===== src/prf_pkg.sv =====
// prf_pkg: shared types and constants for the capture file record framer
// no dependencies; imported by every module of the block
`default_nettype none

package prf_pkg;

    localparam int DATA_W       = 8;
    localparam int WORD_W       = 32;
    localparam int REC_OFFSET_W = 48;
    localparam int HDR_CNT_W    = 5;
    localparam int CFG_INDEX_W  = 8;
    localparam int M_TDATA_W    = 128;
    localparam int M_TUSER_W    = 2;

    // tdata bit positions of the result fields
    localparam int TD_OFFSET_LO = 0;
    localparam int TD_TIME_LO   = TD_OFFSET_LO + REC_OFFSET_W;
    localparam int TD_LEN_LO    = TD_TIME_LO + WORD_W;
    localparam int TD_FIRST     = TD_LEN_LO + WORD_W;
    localparam int TD_BYTE_LO   = TD_FIRST + 1;
    localparam int TD_USED_W    = TD_BYTE_LO + DATA_W;

    localparam logic [HDR_CNT_W-1:0] GLOBAL_HDR_LEN = HDR_CNT_W'(24);
    localparam logic [HDR_CNT_W-1:0] RECORD_HDR_LEN = HDR_CNT_W'(16);
    localparam logic [HDR_CNT_W-1:0] MAGIC_LAST_POS = HDR_CNT_W'(3);
    localparam logic [HDR_CNT_W-1:0] TIME_END_POS   = HDR_CNT_W'(4);
    localparam logic [HDR_CNT_W-1:0] LEN_FIELD_POS  = HDR_CNT_W'(8);
    localparam logic [HDR_CNT_W-1:0] LEN_END_POS    = HDR_CNT_W'(12);

    localparam logic [WORD_W-1:0] MAGIC_NATIVE  = 32'ha1b2c3d4;
    localparam logic [WORD_W-1:0] MAGIC_SWAPPED = 32'hd4c3b2a1;

    localparam logic [CFG_INDEX_W-1:0] REG_INDEX_ENABLE   = CFG_INDEX_W'(0);
    localparam logic [CFG_INDEX_W-1:0] REG_PAYLOAD_ENABLE = CFG_INDEX_W'(1);

    typedef enum logic [M_TUSER_W-1:0] {
        KIND_INDEX   = 2'd0,
        KIND_PAYLOAD = 2'd1,
        KIND_ERROR   = 2'd2
    } kind_t;

    typedef enum logic [2:0] {
        PH_GLOBAL  = 3'b001,
        PH_HEADER  = 3'b010,
        PH_PAYLOAD = 3'b100
    } phase_t;

    typedef struct packed {
        logic index_enable;
        logic payload_enable;
    } cfg_t;

    typedef struct packed {
        kind_t                   kind;
        logic [REC_OFFSET_W-1:0] record_offset;
        logic [WORD_W-1:0]       arrival_second;
        logic [WORD_W-1:0]       capture_len;
        logic                    first_record;
        logic [DATA_W-1:0]       payload_byte;
        logic                    payload_last;
    } res_t;

    function automatic logic [WORD_W-1:0] byte_swap(input logic [WORD_W-1:0] v);
        return {v[7:0], v[15:8], v[23:16], v[31:24]};
    endfunction

endpackage

`default_nettype wire


===== src/prf_parser.sv =====
// prf_parser: per-byte header and payload state machine of the framer
// depends on prf_pkg; produces at most one result per accepted beat
`default_nettype none

module prf_parser #(
    parameter int OFFSET_BITS = 48
) (
    input  wire logic                       aclk,
    input  wire logic                       aresetn,
    input  wire logic                       in_valid,
    input  wire logic [prf_pkg::DATA_W-1:0] in_byte,
    input  wire prf_pkg::cfg_t              cfg,
    output logic                            res_valid,
    output prf_pkg::res_t                   res
);
    import prf_pkg::*;

    phase_t                  phase_reg,    phase_next;
    logic [HDR_CNT_W-1:0]    count_reg,    count_next;
    logic [WORD_W-1:0]       magic_reg,    magic_next;
    logic                    swapped_reg,  swapped_next;
    logic [WORD_W-1:0]       time_reg,     time_next;
    logic [WORD_W-1:0]       length_reg,   length_next;
    logic [WORD_W-1:0]       remain_reg,   remain_next;
    logic [OFFSET_BITS-1:0]  offset_reg,   offset_next;
    logic [OFFSET_BITS-1:0]  rstart_reg,   rstart_next;
    logic                    seen_reg,     seen_next;
    logic [REC_OFFSET_W-1:0] rstart_out;

    generate
        if (OFFSET_BITS >= REC_OFFSET_W) begin : g_trunc
            assign rstart_out = rstart_reg[REC_OFFSET_W-1:0];
        end else begin : g_ext
            assign rstart_out = {{(REC_OFFSET_W-OFFSET_BITS){1'b0}}, rstart_reg};
        end
    endgenerate

    function automatic logic [WORD_W-1:0] magic_new_time(input logic [WORD_W-1:0] w,
                                                         input logic [DATA_W-1:0] b);
        return {b, w[WORD_W-1:DATA_W]};
    endfunction

    always_comb begin
        logic [WORD_W-1:0]    magic_new;
        logic [HDR_CNT_W-1:0] count_inc;
        logic [WORD_W-1:0]    len_fixed;
        logic [WORD_W-1:0]    time_fixed;

        magic_new  = {in_byte, magic_reg[WORD_W-1:DATA_W]};
        count_inc  = count_reg + HDR_CNT_W'(1);
        len_fixed  = swapped_reg ? byte_swap(length_reg) : length_reg;
        time_fixed = swapped_reg ? byte_swap(time_reg) : time_reg;

        phase_next   = phase_reg;
        count_next   = count_reg;
        magic_next   = magic_reg;
        swapped_next = swapped_reg;
        time_next    = time_reg;
        length_next  = length_reg;
        remain_next  = remain_reg;
        offset_next  = offset_reg + OFFSET_BITS'(1);
        rstart_next  = rstart_reg;
        seen_next    = seen_reg;
        res_valid    = 1'b0;
        res          = '0;

        unique case (phase_reg)
            PH_GLOBAL: begin
                if (count_reg < MAGIC_LAST_POS + HDR_CNT_W'(1)) begin
                    magic_next = magic_new;
                end
                if (count_reg == MAGIC_LAST_POS) begin
                    if (magic_new == MAGIC_SWAPPED) begin
                        swapped_next = 1'b1;
                    end else begin
                        swapped_next = 1'b0;
                        if (magic_new != MAGIC_NATIVE) begin
                            res_valid = 1'b1;
                            res.kind  = KIND_ERROR;
                        end
                    end
                end
                count_next = count_inc;
                if (count_inc >= GLOBAL_HDR_LEN) begin
                    count_next = '0;
                    phase_next = PH_HEADER;
                end
            end
            PH_PAYLOAD: begin
                if (cfg.payload_enable) begin
                    res_valid          = 1'b1;
                    res.kind           = KIND_PAYLOAD;
                    res.payload_byte   = in_byte;
                    res.payload_last   = (remain_reg == WORD_W'(1));
                end
                remain_next = remain_reg - WORD_W'(1);
                if (remain_reg == WORD_W'(1)) begin
                    phase_next = PH_HEADER;
                end
            end
            default: begin
                if (count_reg == '0) begin
                    rstart_next = offset_reg;
                end
                if (count_reg < TIME_END_POS) begin
                    time_next = magic_new_time(time_reg, in_byte);
                end else if (count_reg >= LEN_FIELD_POS && count_reg < LEN_END_POS) begin
                    length_next = magic_new_time(length_reg, in_byte);
                end
                count_next = count_inc;
                if (count_inc >= RECORD_HDR_LEN) begin
                    count_next = '0;
                    if (cfg.index_enable) begin
                        res_valid          = 1'b1;
                        res.kind           = KIND_INDEX;
                        res.record_offset  = rstart_out;
                        res.arrival_second = time_fixed;
                        res.capture_len    = len_fixed;
                        res.first_record   = !seen_reg;
                    end
                    seen_next   = 1'b1;
                    remain_next = len_fixed;
                    phase_next  = (len_fixed != '0) ? PH_PAYLOAD : PH_HEADER;
                end
            end
        endcase
    end

    always_ff @(posedge aclk) begin
        if (!aresetn) begin
            phase_reg   <= PH_GLOBAL;
            count_reg   <= '0;
            swapped_reg <= 1'b0;
            offset_reg  <= '0;
            seen_reg    <= 1'b0;
        end else if (in_valid) begin
            phase_reg   <= phase_next;
            count_reg   <= count_next;
            swapped_reg <= swapped_next;
            offset_reg  <= offset_next;
            seen_reg    <= seen_next;
        end
    end

    always_ff @(posedge aclk) begin
        if (in_valid) begin
            magic_reg  <= magic_next;
            time_reg   <= time_next;
            length_reg <= length_next;
            remain_reg <= remain_next;
            rstart_reg <= rstart_next;
        end
    end

endmodule

`default_nettype wire


===== src/prf_skid.sv =====
// prf_skid: two-slot output buffer holding results for the master side
// depends on prf_pkg; decouples input ready from output stalls
`default_nettype none

module prf_skid (
    input  wire logic          aclk,
    input  wire logic          aresetn,
    input  wire logic          push,
    input  wire prf_pkg::res_t push_res,
    output logic               can_push,
    output logic               out_valid,
    output prf_pkg::res_t      out_res,
    input  wire logic          out_ready
);
    import prf_pkg::*;

    logic main_valid_reg;
    logic skid_valid_reg;
    res_t main_reg;
    res_t skid_reg;
    logic pop;

    assign pop       = main_valid_reg && out_ready;
    assign can_push  = !skid_valid_reg;
    assign out_valid = main_valid_reg;
    assign out_res   = main_reg;

    always_ff @(posedge aclk) begin
        if (!aresetn) begin
            main_valid_reg <= 1'b0;
            skid_valid_reg <= 1'b0;
        end else if (skid_valid_reg) begin
            if (pop) begin
                skid_valid_reg <= 1'b0;
            end
        end else if (push) begin
            if (!main_valid_reg || pop) begin
                main_valid_reg <= 1'b1;
            end else begin
                skid_valid_reg <= 1'b1;
            end
        end else if (pop) begin
            main_valid_reg <= 1'b0;
        end
    end

    always_ff @(posedge aclk) begin
        if (skid_valid_reg) begin
            if (pop) begin
                main_reg <= skid_reg;
            end
        end else if (push) begin
            if (!main_valid_reg || pop) begin
                main_reg <= push_res;
            end else begin
                skid_reg <= push_res;
            end
        end
    end

endmodule

`default_nettype wire


===== src/pcap_record_framer_top.sv =====
// pcap_record_framer_top: capture file record framer, one file byte per beat
// depends on prf_pkg, prf_parser and prf_skid
//
// Takes a capture file one byte per beat and emits bad-magic errors and, when enabled,
// one index entry per record header and each payload byte, with tlast on the final
// byte of a record. Every byte is processed by the parser state machine and its
// result lands in a two-slot output buffer in the next cycle,
// so the block sustains one input beat per clock; s_tready drops only while both
// output slots hold results that the master side has not taken. The config port
// is always ready and is meant to be written while the stream is idle; writes to
// unknown register indexes are dropped.
`default_nettype none

module pcap_record_framer_top #(
    parameter int OFFSET_BITS = 48
) (
    input  wire logic                             aclk,
    input  wire logic                             aresetn,
    input  wire logic                             s_tvalid,
    output logic                                  s_tready,
    input  wire logic [prf_pkg::DATA_W-1:0]       s_tdata,   // data_byte
    output logic                                  m_tvalid,
    input  wire logic                             m_tready,
    // record_offset, arrival_second, capture_len, first_record, payload_byte, zero pad
    output logic [prf_pkg::M_TDATA_W-1:0]         m_tdata,
    output logic [prf_pkg::M_TUSER_W-1:0]         m_tuser,   // kind
    output logic                                  m_tlast,   // payload_last
    input  wire logic                             cfg_valid,
    output logic                                  cfg_ready,
    input  wire logic [prf_pkg::CFG_INDEX_W-1:0]  cfg_index,
    input  wire logic                             cfg_data
);
    import prf_pkg::*;

    cfg_t cfg_reg;
    logic in_fire;
    logic res_valid;
    res_t res;
    res_t out_res;
    logic can_push;

    assign cfg_ready = 1'b1;
    assign s_tready  = can_push;
    assign in_fire   = s_tvalid && s_tready;

    always_ff @(posedge aclk) begin
        if (!aresetn) begin
            cfg_reg.index_enable   <= 1'b1;
            cfg_reg.payload_enable <= 1'b1;
        end else if (cfg_valid && cfg_ready) begin
            unique case (cfg_index)
                REG_INDEX_ENABLE:   cfg_reg.index_enable   <= cfg_data;
                REG_PAYLOAD_ENABLE: cfg_reg.payload_enable <= cfg_data;
                default: ;
            endcase
        end
    end

    prf_parser #(
        .OFFSET_BITS (OFFSET_BITS)
    ) u_parser (
        .aclk      (aclk),
        .aresetn   (aresetn),
        .in_valid  (in_fire),
        .in_byte   (s_tdata),
        .cfg       (cfg_reg),
        .res_valid (res_valid),
        .res       (res)
    );

    prf_skid u_skid (
        .aclk      (aclk),
        .aresetn   (aresetn),
        .push      (in_fire && res_valid),
        .push_res  (res),
        .can_push  (can_push),
        .out_valid (m_tvalid),
        .out_res   (out_res),
        .out_ready (m_tready)
    );

    assign m_tdata = {(M_TDATA_W-TD_USED_W)'(0), out_res.payload_byte, out_res.first_record,
                      out_res.capture_len, out_res.arrival_second, out_res.record_offset};
    assign m_tuser = out_res.kind;
    assign m_tlast = out_res.payload_last;

endmodule

`default_nettype wire


===== config.mk =====
export PLATFORM = sky130hd
export DESIGN_NAME = pcap_record_framer_top
export DESIGN_NICKNAME = d
export VERILOG_FILES = /design/src/prf_pkg.sv /design/src/prf_parser.sv /design/src/prf_skid.sv /design/src/pcap_record_framer_top.sv
export SDC_FILE = /design/constraint.sdc
export NUM_CORES = 1
export LEC_CHECK = 0
export BUFFER_PORTS_ARGS = -buffer_cell sky130_fd_sc_hd__clkbuf_2
export CAP_MARGIN = 20
export CORE_ASPECT_RATIO = 1.1
export CORE_MARGIN = 10
export CORE_UTILIZATION = 60
export CTS_BUF_LIST = sky130_fd_sc_hd__clkbuf_8
export CTS_CLUSTER_SIZE = 10
export DETAILED_ROUTE_END_ITERATION = 7
export GPL_TIMING_DRIVEN = 0
export MAX_ROUTING_LAYER = met4
export PLACE_DENSITY = 0.9
export SYNTH_ARGS = -nofsm -noshare
export SYNTH_HDL_FRONTEND = slang
export SYNTH_SLANG_ARGS = --single-unit

===== constraint.sdc =====
create_clock -name aclk -period 27.5 [get_ports aclk]
set_clock_uncertainty 0.1 [all_clocks]
set_input_delay 6.875 -clock aclk [delete_from_list [all_inputs] [get_ports aclk]]
set_output_delay 6.875 -clock aclk [all_outputs]
set_load 0.005 [all_outputs]

# Yosys cells after proc, flatten, opt, wreduce, memory -nomap -nowiden
# Cells that the tools add are included.
[totals]
regBits = 486
latchBits = 0
ramBits = 0
rom_bits = 0
inputBits = 22
word_cells = 125
mem_count = 0
[op_classes]
add_sub_neg = 3
n_mul = 0
n_div = 0
order_cmp = 5
n_eq_ne = 11
shift = 0
muxes = 41
n_bitwise = 6
reduce_logical = 31
[op_table]
columns = ["op", "n"]
rows = [
  ["124-bit two-way mux", 4],
  ["113-bit two-way mux", 3],
  ["32-bit two-way mux", 3],
  ["32-bit case mux with 2 select lines", 1],
  ["48-bit by 1-bit adder with 48-bit output (second input constant)", 1],
  ["32-bit by 1-bit equality test with 1-bit output (second input constant)", 1],
  ["32-bit equality test (second input constant)", 1],
  ["32-bit inequality test (second input constant)", 1],
  ["32-bit nonzero test", 1],
  ["32-bit by 1-bit subtractor with 32-bit output (second input constant)", 1],
  ["3-bit AND reduction", 9],
  ["9-bit two-way mux", 2],
  ["1-bit two-way mux", 15],
  ["3-bit two-way mux", 4],
  ["5-bit greater-or-equal comparator (second input constant)", 2],
  ["5-bit two-way mux", 2],
  ["5-bit case mux with 2 select lines", 1],
  ["8-bit by 1-bit equality test with 1-bit output (second input constant)", 1],
  ["8-bit logical NOT", 1],
  ["4-bit AND reduction", 2],
  ["2-bit nonzero test", 4],
  ["2-bit two-way mux", 3],
  ["1-bit NOT", 6],
  ["3-bit case mux with 2 select lines", 1],
  ["18 further kinds", 27],
]

# Depth between registers and ports, before layout
[depth]
ltp_word = 8
depth_mapped = 9
mapped_depth_nobuf = 8

# Hierarchy
# A second synthesis with hierarchy kept.
[hier_totals]
hier_cells = 1314
area_unflattened_um2 = 19800.2
[modules_own_cells]
columns = ["mod", "n_inst", "cells_each", "area_per_inst_um2", "seq_area_each_um2"]
rows = [
  ["prf_parser", 1, 889, 10500.1, 6206.0],
  ["prf_skid", 1, 400, 9101.2, 7487.2],
  ["pcap_record_framer_top", 1, 25, 198.9, 40.0],
]

# Worst setup path before layout
# Ideal clock, no wire load.
[synth_timing]
kind = "input to register"
startpoint = "input port s_tdata[6] (netlist name)"
endpoint = "register u_skid.skid_reg[0] (netlist name) (enable)"
setup_time_ps = 787
arrival_ps = 16638
t_required_ps = 26613
setup_slack_ps = 9975
path_stages = 6
n_path_buf = 0
path_cell_list = "and4b_1 nand4_1 o22ai_1 a21oi_1 o221ai_1 nor3b_1"
[synth_between]
elab_chain_len = 7
elab_cells_between_ends = 8
cone_classes = "eq/ne: 2; mux: 4; reduce/logical: 2"
[synth_rtl]
columns = ["element", "line_no", "rtl"]
rows = [
  ["from (decl)", "pcap_record_framer_top.sv:21", "input wire logic [prf_pkg::DATA_W-1:0] s_tdata,"],
  ["32-bit inequality test", "prf_parser.sv:77", "if (magic_new != MAGIC_NATIVE) begin"],
  ["1-bit two-way mux", "prf_parser.sv:77", ""],
  ["1-bit two-way mux *", "prf_parser.sv:73", "if (magic_new == MAGIC_SWAPPED) begin"],
  ["1-bit two-way mux *", "prf_parser.sv:72", "if (count_reg == MAGIC_LAST_POS) begin"],
  ["1-bit case mux with 2 select lines *", "prf_parser.sv:67", "unique case (phase_reg)"],
  ["1-bit logical AND *", "pcap_record_framer_top.sv:74", ".push (in_fire && res_valid),"],
  ["3-bit AND reduction (no source line) *", "-", ""],
  ["to (signal assigned)", "prf_skid.sv:56", "skid_reg <= push_res;"],
  ["to (decl)", "prf_skid.sv:20", "res_t skid_reg;"],
]
# Every way passes the cells marked *; elsewhere a longest branch is shown, timed or not.
# A chain may end at the register's enable or synchronous reset.

# Final worst setup path
[layout_timing]
startpoint = "input port s_tdata[5] (netlist name)"
endpoint = "register u_skid.skid_reg[27] (netlist name) (enable)"
# Same word-level chain as after synthesis.

==> results.json <==
{
  "netlist_area_mm2": 0.0197,
  "seq_area_frac_synth_pct": 69.7,
  "async_flop_share_pct": 0,
  "cts_setup_buffers": 0,
  "hpwlAfterDp_mm": 29.8,
  "crit_fanout": 13,
  "grt_use_met3_pct": 4.99,
  "whs_ns": 0.332,
  "yosys.cell_types.count": 65,
  "grt_first_pass_wirelength_mm": 67.2,
  "grt_max_degree": 33,
  "root_buffer": "clkbuf_8",
  "hold_viol": 0,
  "cts_tree": "yes",
  "min_period_over_period_pct": 34.5,
  "dr.first_iter.drc_count": 1096,
  "fp.dieW_um": 193,
  "fin_crit_ns": 9.49,
  "routed_wl_mm": 42.9,
  "synthToLayoutAreaGrowth_pct": 15.4,
  "cp.required_ns": 27.69,
  "layout.cells.non_filler": 2132,
  "gp_congestion": 0.907,
  "cap_violations": 0,
  "synth-compound-area-share_pct": 4.28,
  "hp-class": "reg -> reg",
  "insertion_delay_ns": 0.61,
  "ant_nets": 0,
  "yosys.area_share.xor_xnor_pct": 3.15,
  "syn_avg_cell_area_um2": 14.1,
  "coreArea_mm2": 0.0324,
  "cts.clk_slew.worst_paths_ns": 0.06,
  "first_pass_iters": 8,
  "tightest_slew_ns": 0.963,
  "finalSetupViolCount": 0,
  "cp-start-kind": "input port",
  "vdd_drop_max_mv": 0.0360,
  "seqCellArea_mm2": 0.0137,
  "vias": 12400,
  "die_area_mm2": 0.0405,
  "nFillCells": 2146,
  "rsz0062_at_grt": "no",
  "netlist_instances": 1393,
  "place_ws_ns": 17.46,
  "path_class": "in -> reg",
  "cts_resized": 0,
  "h-tree-depth": 3,
  "power_leakage_uw": 0.00818,
  "synth_fa_ha_area_share_pct": 0.318,
  "worst_slew_margin_rel_pct": 35.4,
  "pin_count": 156,
  "cts_sinks": 478,
  "row_count": 69,
  "initial_core_util_pct": 60.8,
  "outcome": "completed",
  "nets": 1673,
  "max_freq_mhz": 105,
  "synth_flop_cell": "edfxtp_1",
  "met2_usage_pct": 33.3,
  "powerDensity_mw_per_mm2": 59.6,
  "finalSetupTns_ns": 0,
  "avgRoutedWirePerCell_um": 20.1,
  "slew_viol_final": 0,
  "grt_use_met1_pct": 28.0,
  "vias_per_cell": 5.81,
  "muxShareOfSynthArea_pct": 7.27,
  "die-height_um": 210,
  "antenna_found_initial": 0,
  "grt_pass1_vias": 12400,
  "worst_slack_ns": 18.01,
  "yosys.area_share.simple_pct": 13.1,
  "multi_input_area_mm2": 0.00559,
  "synth_top_family_by_area": "simple AND/OR/NAND/NOR gates",
  "gr-total-overflow": 0,
  "portBuffers": 146,
  "synth_edf_count": 416,
  "drive_gt1_share_pct": 22.1,
  "placedCellCount": 1996,
  "numCtsBuffers": 74,
  "cts_buffer_depth": 3,
  "worstPathArrival_ns": 9.68,
  "hold_buffers": 0,
  "yosysWarningCount": 0,
  "top_usage_layer": "met2",
  "end_kind": "flop",
  "ys_ff_latch": 478,
  "grtUsageTotal_pct": 21.7,
  "power.total_uw": 1360,
  "drc": 0
}
cells by family after synthesis:
| kind of cell | Yosys count |
|---|---|
| xor+xnor | 70 |
| other cells | 2 |
| mux | 136 |
| buf+inv | 92 |
| simple gates | 486 |
| compound gates | 124 |
| fa+ha+maj | 5 |
| flops | 478 |
final cells by class:
class                           instances  area share, %
Multi-Input combinational cell        829           24.6
Buffer                                 72           1.50
Tap cell                              426           2.34
Sequential cell                       478           60.4
Inverter                               20          0.330
Antenna cell                            1         0.0110
Clock buffer                           82           4.96
Clock inverter                         53           1.18
Timing Repair Buffer                  171           4.66
per-stage QoR:
step | area (µm²) | utilization (%)
3_3_place_gp | 21000 | 64.8
2_1_floorplan | 19700 | -
4_1_cts | 22700 | 70.2
6_report | 22700 | 70.2
3_5_place_dp | 21300 | 65.9
5_1_grt | 22700 | 70.2
synthesized netlist by cell type (5+ instances only):
master | number | area (µm²)
ha_1 | 5 | 62.6
o31ai_1 | 67 | 503
nor3_1 | 31 | 155
edfxtp_1 | 416 | 12500
xnor2_1 | 31 | 272
nor2_1 | 111 | 417
inv_1 | 19 | 71.3
a21boi_0 | 8 | 60.1
nand3_1 | 24 | 120
o21ai_0 | 17 | 85.1
a21oi_1 | 19 | 95.1
mux2i_1 | 79 | 791
nand2_1 | 113 | 424
xor2_1 | 38 | 333
nand4_1 | 18 | 113
buf_4 | 10 | 75.1
mux2_2 | 57 | 642
nor4_2 | 5 | 62.6
clkbuf_1 | 54 | 203
and3_1 | 17 | 106
and2_1 | 95 | 594
dfxtp_1 | 62 | 1240
nor2b_1 | 5 | 31.3
or3_1 | 6 | 37.5
nor4_1 | 16 | 100
and4_1 | 5 | 43.8
power by group:
| part | internal [µW] | total, µW | switching [µW] |
|---|---|---|---|
| registers | 783 | 785 | 2.17 |
| logic | 5.02 | 13.6 | 8.57 |
| clock network | 286 | 558 | 272 |
per-layer routing:
layer	wire length [µm]	share of wire, %	up-vias
met1	17400	41	6073
li1	-	-	5669
met4	1070	2.5	0
met5	0	0	-
met3	3710	8.7	76
met2	20600	48	559
worst max-delay path, stage by stage:
cell,delay (ns)
clkbuf_2,0.21
and4b_1,0.24
nand4_1,0.13
o22ai_1,0.09
a21oi_1,0.32
o221ai_1,0.30
nor3b_2,0.84
buf_6,0.27
buf_6,0.19
buf_6,0.20
path summary, 6_finish.rpt:
check                           slack [ns]  depth (start not counted)                 endpoint               startpoint
worst max-delay path                 18.01                         10      u_skid.skid_reg[27]               s_tdata[5]
worst min-delay path                  0.33                          0  u_parser.rstart_out[28]  u_parser.offset_reg[28]
worst max register to register       23.94                         10      u_skid.skid_reg[27]    u_parser.count_reg[0]
worst min register to register        0.33                          0  u_parser.rstart_out[28]  u_parser.offset_reg[28]
cells in the final DEF (no fill, tap or decap), drive strengths merged, types with 5 or more instances in the layout:
| master | Yosys | final |
|---|---|---|
| dfxtp | 62 | 62 |
| mux2 | 57 | 57 |
| nor2b | 5 | 5 |
| clkbuf | 54 | 282 |
| edfxtp | 416 | 416 |
| or4 | 6 | 6 |
| xor2 | 38 | 38 |
| inv | 20 | 46 |
| and2 | 95 | 95 |
| clkinv | 0 | 23 |
| nor4 | 22 | 22 |
| and3 | 17 | 17 |
| conb | 2 | 8 |
| and4 | 5 | 5 |
| nand2 | 113 | 113 |
| or3 | 9 | 9 |
| o31ai | 67 | 67 |
| mux2i | 79 | 79 |
| a21oi | 19 | 19 |
| nand3 | 25 | 25 |
| ha | 5 | 5 |
| nor2 | 113 | 113 |
| nor3 | 34 | 34 |
| o21ai | 18 | 18 |
| nand4 | 18 | 18 |
| buf | 18 | 43 |
| xnor2 | 32 | 32 |
| a21boi | 8 | 8 |
(Power assumes the default switching activity.)
